<file path="src/hw/rtl/longest_prefix_route_table_top_defines.svh">
// Assertion macros shared by the route table RTL files.
// Included by lprt_cell and longest_prefix_route_table_top; depends on nothing.
`ifndef LONGEST_PREFIX_ROUTE_TABLE_TOP_DEFINES_SVH
`define LONGEST_PREFIX_ROUTE_TABLE_TOP_DEFINES_SVH

// Same-cycle implication, checked outside reset.
`define LPRT_ASSERT_NOW(lbl, clk, rstn, ante, cons) \
	lbl: assert property (@(posedge clk) disable iff (!(rstn)) (ante) |-> (cons)) \
		else $error("lprt assertion failed");

// Next-cycle implication, checked outside reset.
`define LPRT_ASSERT_NEXT(lbl, clk, rstn, ante, cons) \
	lbl: assert property (@(posedge clk) disable iff (!(rstn)) (ante) |=> (cons)) \
		else $error("lprt assertion failed");

`endif

</file>
<file path="src/hw/rtl/lprt_pkg.sv">
// Types and constants of the longest prefix route table.
// Used by lprt_cell and longest_prefix_route_table_top; depends on nothing.
package lprt_pkg;

	localparam int TABLE_DEPTH = 16;
	localparam int CNT_W = $clog2(TABLE_DEPTH + 1);
	localparam int ADDR_W = 16;
	localparam int PFX_W = 5;
	localparam int IFC_W = 8;
	localparam logic [PFX_W-1:0] HOST_BITS_MAX = PFX_W'(ADDR_W);
	localparam logic [PFX_W-1:0] HOST_BITS_RST = PFX_W'(14);

	typedef enum logic [1:0] {
		KIND_LOOKUP = 2'd0,
		KIND_SET = 2'd1,
		KIND_CLEAR = 2'd2
	} kind_t;

	typedef struct packed {
		logic vld;
		logic [1:0] kind;
		logic [ADDR_W-1:0] addr;
		logic [PFX_W-1:0] plen;
		logic [IFC_W-1:0] iface;
		logic [ADDR_W-1:0] via;
		logic [PFX_W-1:0] h;
		logic [ADDR_W-1:0] fmask;
		logic [CNT_W-1:0] left;
		logic found;
		logic [PFX_W-1:0] best_len;
		logic [IFC_W-1:0] best_iface;
		logic [ADDR_W-1:0] best_via;
		logic [PFX_W-1:0] best_prefix;
		logic slot_found;
		logic placed;
	} token_t;

endpackage

</file>
<file path="src/hw/rtl/lprt_cell.sv">
// One route table cell: holds a single route and passes the request word on.
// Depends on lprt_pkg and longest_prefix_route_table_top_defines.svh.
`include "longest_prefix_route_table_top_defines.svh"

module lprt_cell (
	input logic clk,
	input logic arst_n,
	input logic adv,
	input lprt_pkg::token_t tok_in,
	output lprt_pkg::token_t tok_out
);
	import lprt_pkg::*;

	logic [ADDR_W-1:0] e_addr_q;
	logic [PFX_W-1:0] e_prefix_q;
	logic [IFC_W-1:0] e_iface_q;
	logic [ADDR_W-1:0] e_via_q;
	token_t tok_q;
	token_t tok_nxt;

	logic e_valid;
	logic [PFX_W-1:0] p_eff;
	logic [PFX_W-1:0] shamt;
	logic [ADDR_W-1:0] net_mask;
	logic lk_take;
	logic set_match;
	logic set_append;
	logic wr_en;

	always_comb begin
		e_valid = (tok_in.left != '0);
		p_eff = (e_prefix_q > tok_in.h) ? tok_in.h : e_prefix_q;
		shamt = tok_in.h - p_eff;
		net_mask = tok_in.fmask & ({ADDR_W{1'b1}} << shamt);
		lk_take = (tok_in.kind == KIND_LOOKUP) && e_valid
			&& (((e_addr_q ^ tok_in.addr) & net_mask) == '0)
			&& (!tok_in.found || (p_eff >= tok_in.best_len));
		set_match = (tok_in.kind == KIND_SET) && e_valid && !tok_in.slot_found
			&& (e_addr_q == tok_in.addr) && (e_prefix_q == tok_in.plen);
		set_append = (tok_in.kind == KIND_SET) && !e_valid && !tok_in.slot_found
			&& !tok_in.placed;
		wr_en = adv && tok_in.vld && (set_match || set_append);

		tok_nxt = tok_in;
		tok_nxt.left = e_valid ? (tok_in.left - CNT_W'(1)) : tok_in.left;
		if (lk_take) begin
			tok_nxt.found = 1'b1;
			tok_nxt.best_len = p_eff;
			tok_nxt.best_iface = e_iface_q;
			tok_nxt.best_via = e_via_q;
			tok_nxt.best_prefix = e_prefix_q;
		end
		if (set_match) begin
			tok_nxt.slot_found = 1'b1;
		end
		if (set_append) begin
			tok_nxt.placed = 1'b1;
		end
	end

	always_ff @(posedge clk) begin
		if (wr_en) begin
			e_addr_q <= tok_in.addr;
			e_prefix_q <= tok_in.plen;
			e_iface_q <= tok_in.iface;
			e_via_q <= tok_in.via;
		end
	end

	always_ff @(posedge clk or negedge arst_n) begin
		if (!arst_n) begin
			tok_q <= '0;
		end else if (adv) begin
			tok_q <= tok_nxt;
		end
	end

	assign tok_out = tok_q;

	`LPRT_ASSERT_NOW(cell_one_write_kind, clk, arst_n, set_match, !set_append)
	`LPRT_ASSERT_NOW(cell_placed_excl, clk, arst_n, tok_q.vld && tok_q.placed,
		!tok_q.slot_found)
	`LPRT_ASSERT_NEXT(cell_hold_on_stall, clk, arst_n, !adv && tok_q.vld,
		tok_q.vld && $stable(tok_q.left) && $stable(tok_q.found))

endmodule

</file>
<file path="src/hw/rtl/longest_prefix_route_table_top.sv">
// Longest prefix match route table: input register, row of route cells, output register.
// Depends on lprt_pkg, lprt_cell and longest_prefix_route_table_top_defines.svh.
//
// Request words arrive on the s_ channel: s_tuser carries the kind (lookup,
// set or clear) and s_tdata the address, prefix length, interface and next hop.
// Every request gives exactly one response word on the m_ channel: m_tuser is
// the hit flag and m_tdata the interface, next hop, prefix and status.
// User must write host_bits register via cfg_we, cfg_wdata only while idle; unchecked.
// A request walks the row of TABLE_DEPTH cells, one cell per cycle while the row
// advances; each cell holds one route and compares, updates or appends as the word
// passes it. One request is in the row at a time, so a new word is taken only after
// the last one leaves the row; s_tready rises again when the response enters the
// output register. A finished response may wait in the output register while the
// next request walks the row. If the receiver stalls with a response still
// waiting, the row freezes with the next response at its end until the output
// register frees.
// Reset empties the table, sets host_bits to 14 and drops all words in flight.
`include "longest_prefix_route_table_top_defines.svh"

module longest_prefix_route_table_top (
	input logic clk,
	input logic arst_n,
	input logic cfg_we,
	input logic [4:0] cfg_wdata,
	input logic s_tvalid,
	output logic s_tready,
	// kind[1:0]
	input logic [1:0] s_tuser,
	// address[15:0], prefix_len[20:16], iface_id[28:21], via[44:29], zero fill
	input logic [47:0] s_tdata,
	output logic m_tvalid,
	input logic m_tready,
	// hit[0]
	output logic m_tuser,
	// route_iface[7:0], route_via[23:8], route_prefix[28:24], status[29], zero fill
	output logic [31:0] m_tdata
);
	import lprt_pkg::*;

	logic [PFX_W-1:0] host_bits_q;
	logic [CNT_W-1:0] count_q;
	logic busy_q;
	token_t in_tok_q;
	token_t chain [TABLE_DEPTH+1];
	token_t tok_exit;
	logic adv;
	logic acc;
	logic exit_go;
	logic [PFX_W-1:0] h_eff;
	logic [PFX_W-1:0] plen_in;
	logic [PFX_W-1:0] plen_sat;
	logic m_tvalid_q;
	logic m_hit_q;
	logic [31:0] m_data_q;
	logic res_hit;
	logic res_status;

	assign s_tready = !busy_q;
	assign acc = s_tvalid && s_tready;
	assign tok_exit = chain[TABLE_DEPTH];
	assign adv = !(tok_exit.vld && m_tvalid_q && !m_tready);
	assign exit_go = tok_exit.vld && adv;

	assign h_eff = (host_bits_q > HOST_BITS_MAX) ? HOST_BITS_MAX : host_bits_q;
	assign plen_in = s_tdata[20:16];
	assign plen_sat = (plen_in > h_eff) ? h_eff : plen_in;

	always_ff @(posedge clk or negedge arst_n) begin
		if (!arst_n) begin
			host_bits_q <= HOST_BITS_RST;
		end else if (cfg_we) begin
			host_bits_q <= cfg_wdata;
		end
	end

	always_ff @(posedge clk or negedge arst_n) begin
		if (!arst_n) begin
			in_tok_q <= '0;
		end else if (acc) begin
			in_tok_q.vld <= 1'b1;
			in_tok_q.kind <= s_tuser;
			in_tok_q.addr <= s_tdata[15:0];
			in_tok_q.plen <= plen_sat;
			in_tok_q.iface <= s_tdata[28:21];
			in_tok_q.via <= s_tdata[44:29];
			in_tok_q.h <= h_eff;
			in_tok_q.fmask <= ADDR_W'(~({(ADDR_W+1){1'b1}} << h_eff));
			in_tok_q.left <= count_q;
			in_tok_q.found <= 1'b0;
			in_tok_q.best_len <= '0;
			in_tok_q.best_iface <= '0;
			in_tok_q.best_via <= '0;
			in_tok_q.best_prefix <= '0;
			in_tok_q.slot_found <= 1'b0;
			in_tok_q.placed <= 1'b0;
		end else if (adv) begin
			in_tok_q.vld <= 1'b0;
		end
	end

	assign chain[0] = in_tok_q;

	for (genvar i = 0; i < TABLE_DEPTH; i++) begin : g_cell
		lprt_cell u_cell (
			.clk(clk),
			.arst_n(arst_n),
			.adv(adv),
			.tok_in(chain[i]),
			.tok_out(chain[i+1])
		);
	end

	always_comb begin
		res_hit = (tok_exit.kind == KIND_LOOKUP) && tok_exit.found;
		res_status = (tok_exit.kind == KIND_SET) && !tok_exit.slot_found
			&& !tok_exit.placed;
	end

	always_ff @(posedge clk or negedge arst_n) begin
		if (!arst_n) begin
			busy_q <= 1'b0;
			count_q <= '0;
			m_tvalid_q <= 1'b0;
		end else begin
			if (acc) begin
				busy_q <= 1'b1;
			end else if (exit_go) begin
				busy_q <= 1'b0;
			end
			if (exit_go) begin
				m_tvalid_q <= 1'b1;
				if (tok_exit.kind == KIND_CLEAR) begin
					count_q <= '0;
				end else if ((tok_exit.kind == KIND_SET) && tok_exit.placed) begin
					count_q <= count_q + CNT_W'(1);
				end
			end else if (m_tready) begin
				m_tvalid_q <= 1'b0;
			end
		end
	end

	always_ff @(posedge clk) begin
		if (exit_go) begin
			m_hit_q <= res_hit;
			m_data_q <= {2'b00, res_status,
				res_hit ? tok_exit.best_prefix : {PFX_W{1'b0}},
				res_hit ? tok_exit.best_via : {ADDR_W{1'b0}},
				res_hit ? tok_exit.best_iface : {IFC_W{1'b0}}};
		end
	end

	assign m_tvalid = m_tvalid_q;
	assign m_tuser = m_hit_q;
	assign m_tdata = m_data_q;

	`LPRT_ASSERT_NOW(top_count_bound, clk, arst_n, 1'b1, count_q <= CNT_W'(TABLE_DEPTH))
	`LPRT_ASSERT_NEXT(top_busy_after_acc, clk, arst_n, acc, busy_q)
	`LPRT_ASSERT_NOW(top_exit_while_busy, clk, arst_n, tok_exit.vld, busy_q)
	`LPRT_ASSERT_NEXT(top_count_inc, clk, arst_n,
		exit_go && (tok_exit.kind == KIND_SET) && tok_exit.placed,
		count_q == $past(count_q) + CNT_W'(1))

endmodule
</file>
<file path="config.mk">
export PLATFORM = sky130hd
export DESIGN_NAME = longest_prefix_route_table_top
export DESIGN_NICKNAME = d
export VERILOG_FILES = /design/src/hw/rtl/lprt_pkg.sv /design/src/hw/rtl/lprt_cell.sv /design/src/hw/rtl/longest_prefix_route_table_top.sv
export VERILOG_INCLUDE_DIRS = /design/src /design/src/hw/rtl
export SDC_FILE = /design/constraint.sdc
export NUM_CORES = 2
export LEC_CHECK = 0
export BUFFER_PORTS_ARGS = -buffer_cell sky130_fd_sc_hd__buf_2
export CORE_MARGIN = 5
export CORE_UTILIZATION = 55
export CTS_CLUSTER_SIZE = 8
export DETAILED_ROUTE_END_ITERATION = 10
export GPL_ROUTABILITY_DRIVEN = 0
export PLACE_DENSITY = 0.71
export SLEW_MARGIN = 20
export SYNTH_ARGS = -nofsm -noshare
export SYNTH_HDL_FRONTEND = slang
export SYNTH_SLANG_ARGS = --single-unit
</file>
<file path="constraint.sdc">
create_clock -name clk -period 11.1 [get_ports clk]
set_input_delay 0.555 -clock clk [delete_from_list [all_inputs] [get_ports clk]]
set_output_delay 0.555 -clock clk [all_outputs]
set_load 0.005 [all_outputs]
</file>
### Word level (Yosys, flattened, before mapping)

Index checks and enable logic that the tools add are counted.

| cells by class | value |
|---|---|
| add/sub/neg operators | 32 |
| order comparisons | 33 |
| equal/unequal tests | 51 |
| shift operators | 17 |
| muxes and demuxes | 89 |
| bitwise gates (word level) | 49 |
| reduce and logical (&&, ||, !) cells | 346 |

Operators with widths:

| cell | count |
|---|---|
| $mux W35 | 16 |
| $and A16 B16 Y16 | 32 |
| $eq A16 B16 Y1 | 16 |
| $logic_not A16 Y1 | 16 |
| $shl A16 B5 Y16 const A | 16 |
| $xor A16 B16 Y16 | 16 |
| $logic_and A1 B1 Y1 | 196 |
| $mux W5 | 35 |
| $gt A5 B5 Y1 | 17 |
| $eq A5 B5 Y1 | 16 |
| $reduce_bool A5 Y1 | 16 |
| $sub A5 B5 Y5 | 16 |
| $ge A5 B5 Y1 | 15 |
| $sub A5 B1 Y5 const B | 15 |
| $logic_not A1 Y1 | 66 |
| $mux W1 | 38 |
| $eq A2 B1 Y1 const B | 17 |
| $logic_not A2 Y1 | 17 |
| $logic_or A1 B1 Y1 | 31 |
| $shl A17 B5 Y16 const A | 1 |
| $not A16 Y16 | 1 |
| $reduce_bool A2 Y1 | 3 |
| $add A5 B1 Y5 const B | 1 |
| $gt A5 B5 Y1 const B | 1 |
| other kinds (3) | 3 |

| storage, ports and cells | value |
|---|---|
| register bits after elaboration | 2537 |
| logic and storage cells | 945 |

### Logic depth before layout (Yosys ltp)

| logic depth | value |
|---|---|
| depth after elaboration | 10 |
| depth in mapped cells | 21 |

### Cells and area by module

From an unflattened synthesis, not the netlist that was laid out.

| unflattened totals | value |
|---|---|
| cells, all modules | 9359 |
| area total of the unflattened synthesis | 117622.8 um^2 |

Modules (own cells, without submodules):

| module | instances | cells an instance | area an instance (um^2) | sequential area each (um^2) |
|---|---|---|---|---|
| lprt_cell (g_cell[4].u_cell ...) | 6 | 560 | 7089.3 | 4129.0 |
| lprt_cell (g_cell[0].u_cell ...) | 5 | 550 | 7114.3 | 4129.0 |
| lprt_cell (g_cell[15].u_cell ...) | 4 | 558 | 6891.6 | 4129.0 |
| lprt_cell (g_cell[11].u_cell) | 1 | 559 | 7154.4 | 4129.0 |
| longest_prefix_route_table_top | 1 | 458 | 4794.6 | 3061.7 |

### Least setup slack after synthesis

No wires, ideal clock.

| timing | value |
|---|---|
| path type | register to register |
| start point | reg g_cell[6].u_cell.e_prefix_q[2] |
| end point | reg g_cell[6].u_cell.tok_q, in the netlist g_cell[6].u_cell.tok_out[19] |
| setup time | 0.094 ns |
| arrival | 4.620 ns |
| slack | 6.386 ns |
| cell stages (with the launch flop) | 20 |
| path buffers | 2 |
| cell sequence | edfxtp_1 > ha_1 > a21o_1 > a221o_1 > a21oi_1 > a31oi_1 > mux2i_1 > inv_1 > ha_1 > fa_1 > xor2_1 > a21oi_1 > o21ai_1 > or3_1 > o311a_1 > nor3b_4 > nor2_1 > buf_4 > buf_6 > a221oi_2 |

| between the ends | value |
|---|---|
| word-level cells in the longest chain between the ends | 10 |
| elaborated cells between the ends (all ways) | 12 |
| classes of those cells | 1 x add/sub; 2 x order compare; 1 x shift; 2 x mux; 2 x bitwise; 4 x reduce/logical |

RTL lines:

| item | RTL line | RTL |
|---|---|---|
| start: declaration | lprt_cell.sv:15 | `logic [PFX_W-1:0] e_prefix_q;` |
| start signal: assignment | lprt_cell.sv:64 | `e_prefix_q <= tok_in.plen;` |
| $gt A5 B5 Y1 | lprt_cell.sv:32 | `p_eff = (e_prefix_q > tok_in.h) ? tok_in.h : e_prefix_q;` |
| $mux W5 (*) | lprt_cell.sv:32 |  |
| $sub A5 B5 Y5 | lprt_cell.sv:33 | `shamt = tok_in.h - p_eff;` |
| $shl A16 B5 Y16 | lprt_cell.sv:34 | `net_mask = tok_in.fmask & ({ADDR_W{1'b1}} << shamt);` |
| $and A16 B16 Y16 | lprt_cell.sv:34 |  |
| $and A16 B16 Y16 | lprt_cell.sv:36 | `&& (((e_addr_q ^ tok_in.addr) & net_mask) == '0)` |
| $logic_not A16 Y1 | lprt_cell.sv:36 |  |
| $logic_and A1 B1 Y1 | lprt_cell.sv:36 |  |
| $logic_and A1 B1 Y1 (*) | lprt_cell.sv:37 | `&& (!tok_in.found \|\| (p_eff >= tok_in.best_len));` |
| $mux W35 (*) | lprt_cell.sv:46 | `if (lk_take) begin` |
| end signal: assignment | lprt_cell.sv:74 | `tok_q <= tok_nxt;` |
| end: declaration | lprt_cell.sv:18 | `token_t tok_q;` |

Mark *: on every way between the ends. The rest lies on a longest branch, timed or not.
A chain may end at the register's enable or synchronous reset.

### Final worst setup path

| timing | value |
|---|---|
| start point | reg g_cell[2].u_cell.tok_q, in the netlist g_cell[2].u_cell.tok_out[57] |
| end point | reg g_cell[3].u_cell.tok_q, in the netlist g_cell[3].u_cell.tok_out[20] |

| between the ends | value |
|---|---|
| word-level cells in the longest chain between the ends | 6 |

RTL lines:

| item | RTL line |
|---|---|
| start: declaration | lprt_cell.sv:18 |
| start signal: assignment | lprt_cell.sv:74 |
| $and A16 B16 Y16 | lprt_cell.sv:34 |
| $and A16 B16 Y16 | lprt_cell.sv:36 |
| $logic_not A16 Y1 | lprt_cell.sv:36 |
| $logic_and A1 B1 Y1 | lprt_cell.sv:36 |
| $logic_and A1 B1 Y1 | lprt_cell.sv:37 |
| $mux W35 | lprt_cell.sv:46 |
| end signal: assignment | lprt_cell.sv:74 |
| end: declaration | lprt_cell.sv:18 |

Every way passes these cells.

==> metrics.txt <==
multi-input logic area 39000 µm²; Initial Utilization 55.3%; first-pass GRT wire length 434 mm; Post-synth EDFFs 751; Antenna Nets Post-Route 0; fraction of layout cells with a size suffix above 1 6.15%; Worst Hold Class input port to flop; number of distinct library cells after synthesis 82; Yosys Warn Count 0; post-route clock skew 0.0394 ns; post-synth top area share 40.6%; Die H 455 µm; area grow syn2layout 12.8%; worst-margin pin slew 1.33 ns; Final Cycle Share 54.9%; RSZ-0062 raised after global routing no; critical path startpoint category flop; Via Count 76200; Rel. slew slack 11.0%; Setup Fix Bufs, Post-CTS 0; Synth Cell Area 109000 µm²; root buffer cell clkbuf_16; vias per cell 5.66; Total GRT Usage 26.2%; Hold-fix buffers, CTS 56; H-tree depth 5; Row Count 163; post-DR wirelength/cell 20.1 µm; max_cap viols 0; first drt pass iteration count 7; flop and latch count out of synthesis 2521; largest net degree at the start of global routing 233; Post-CTS Resized 0; Power Dens Cells 199 nW/µm²; Seq/Total Area, Yosys 61.3%; Starting DRT DRC Count 7741; beginning of the worst hold path s_tdata[32]; grt total ovfl 0; Final nets 10900; leak pwr 54.7 nW; # IOs 95; Worst-path clk slew 0.05 ns; WP data arrival 6.87 ns; Area after DPL 112000 µm²; status complete, no violations; Crit Path Category flop to flop; Core ar. 197000 µm²; vias in the first global route 76100; Worst VDD drop 0.154 mV; Reg-to-Reg Start g_cell[2].u_cell.tok_out[57]; Synth area leaders dfrtp_1 (41%), edfxtp_1 (21%), nand2_1 (13%), mux2i_1 (3.7%), xor2_1 (2.8%); Num CTS Buffers 365; area leader, netlist dfrtp_1; setup TNS 0 ns; Sinks on Clock Net 2521; Required @ worst endpoint 11.88 ns; Critical Path End Type flop; total power 24.4 mW; share of synthesized flip-flops with an asynchronous set or reset 70.2%; PortBufs 89; final instance area 123000 µm²; Mapped Cells 10400; DRC violations left 0; Final Max Tran Viols 0; total routed wirelength 271 mm; ys flop type dfrtp_1; DP HPWL 178 mm; die width 455 µm; initial antenna violation count 7; Final setup viols 0; final hold violation count 0; clk buf depth 4; Critical Path Source g_cell[2].u_cell.tok_out[57]; Reg area 66800 µm²; clock latency on the worst-skew pair 0.92 ns; syn avg cell area 10.4 µm²; worst-path fanout max 24; Die Area 207000 µm²; TritonCTS clock tree built; fill count 15600; FMAX 164 MHz; Hold WS 0.104 ns; Period minus WS final 6.10 ns; Util after Layout 62.3%
==> path summary, 6_finish.rpt <==
check	endpoint	slack, ns	cells after the start
setup / recovery	g_cell[3].u_cell.tok_out[20]	5.00	17
hold / removal	chain[1842]	0.10	3
max in group asynchronous	g_cell[3].u_cell.tok_out[80]	8.13	5
min in group asynchronous	g_cell[15].u_cell.tok_out[4]	0.30	2
setup reg to reg	g_cell[3].u_cell.tok_out[20]	5.00	17
hold reg to reg	g_cell[15].u_cell.e_via_q[0]	0.44	0
==> cells in the mapped netlist (all sizes together), types with 75 or more instances <==
library cell,number
nand2,3716
dfrtp,1767
edfxtp,751
o21ai,517
clkbuf,422
inv,422
mux2i,402
xor2,352
nor2,288
ha,240
a21oi,224
nand3,111
xnor2,97
nor4,75
==> where the power goes <==
part           internal [mW]  switching [mW]
Clock                   6.15            3.83
Combinational           1.26            1.73
Sequential              10.6           0.844
Total                   18.0            6.40
==> state kept, by name, indices dropped and copies added, names as in the netlist, 5 cells and up <==
| name | cells |
|---|---|
| g_cell.u_cell.e_prefix_q | 80 |
| m_tdata | 30 |
| g_cell.u_cell.e_iface_q | 128 |
| count_q | 5 |
| chain | 73 |
| g_cell.u_cell.tok_out | 1685 |
| g_cell.u_cell.e_via_q | 256 |
| host_bits_q | 5 |
| g_cell.u_cell.e_addr_q | 256 |
==> area by class of cell <==
cell class / instances / share of cell area (%)
inverters: 422 / 1.29
clock buffers: 612 / 8.29
clock inverters: 7 / 0.0489
repair buffers: 236 / 1.61
diodes: 4 / 0.00814
flip-flops and latches: 2521 / 54.4
well taps: 2640 / 2.69
multi-input cells: 7019 / 31.7
==> per-layer routing <==
layer	GRT usage [%]	routed length, µm	vias to the layer above
li1	-	-	35400
met1	37.3	118000	37500
met2	40.3	124000	2572
met3	4.54	17100	684
met4	10.9	11900	0
met5	0	0	-
==> through the flow <==
stage	cells	setup WS [ns]
6_report	13500	5.00
5_1_grt	13500	4.65
4_1_cts	13500	5.14
3_5_place_dp	12800	5.15
3_3_place_gp	12800	5.31
2_1_floorplan	10400	6.39
==> layout by cell type (no fill, tap or decap), types with 34 or more instances in the layout <==
cell type,netlist,final
buf_2,30,88
buf_4,16,68
a22o_1,52,52
mux2_2,42,42
inv_1,422,421
xor2_1,352,352
nand2_1,3716,3714
a22oi_1,43,43
o211ai_1,69,69
mux2i_1,402,402
a221oi_1,58,57
nor2b_1,36,34
o21ai_0,493,493
dfrtp_1,1767,1767
a31oi_1,55,54
o31ai_1,37,37
edfxtp_1,751,751
nor4_1,75,75
o311ai_0,34,34
clkbuf_1,421,241
clkbuf_16,0,371
and2_1,37,37
nor2_1,287,272
dlygate4sd3_1,0,56
nand2b_1,39,39
nor3_1,57,57
nand4_1,41,41
xnor2_1,97,97
nand3_1,111,111
a21oi_1,223,213
ha_1,240,240
a21o_1,50,50
==> worst max-delay path, cell delays in order, from the launching register on <==
cell and delay [ns]:
dfrtp_1 0.47, inv_1 0.12, ha_1 0.31, and3_1 0.18, o21ai_0 0.18, a32oi_1 0.49
mux2i_1 0.44, inv_1 0.09, ha_1 0.23, fa_1 0.46, xor2_1 0.29, o211ai_1 0.25
nand2_1 0.07, o41ai_1 0.44, nand4_1 0.85, o2bb2ai_1 0.41, buf_4 0.31, a221oi_1 0.35
==> logic make-up after synthesis <==
kind of cell | synth area share, %
other | 0.00344
XOR/XNOR | 3.61
adder cells (fa/ha/maj) | 3.06
AND/OR/NAND/NOR | 16.7
buffers and inverters | 3.21
AO/OA/AOI/OAI | 7.99
flip-flops | 61.3
multiplexers | 4.13
Power figures use the tool's default switching activity.
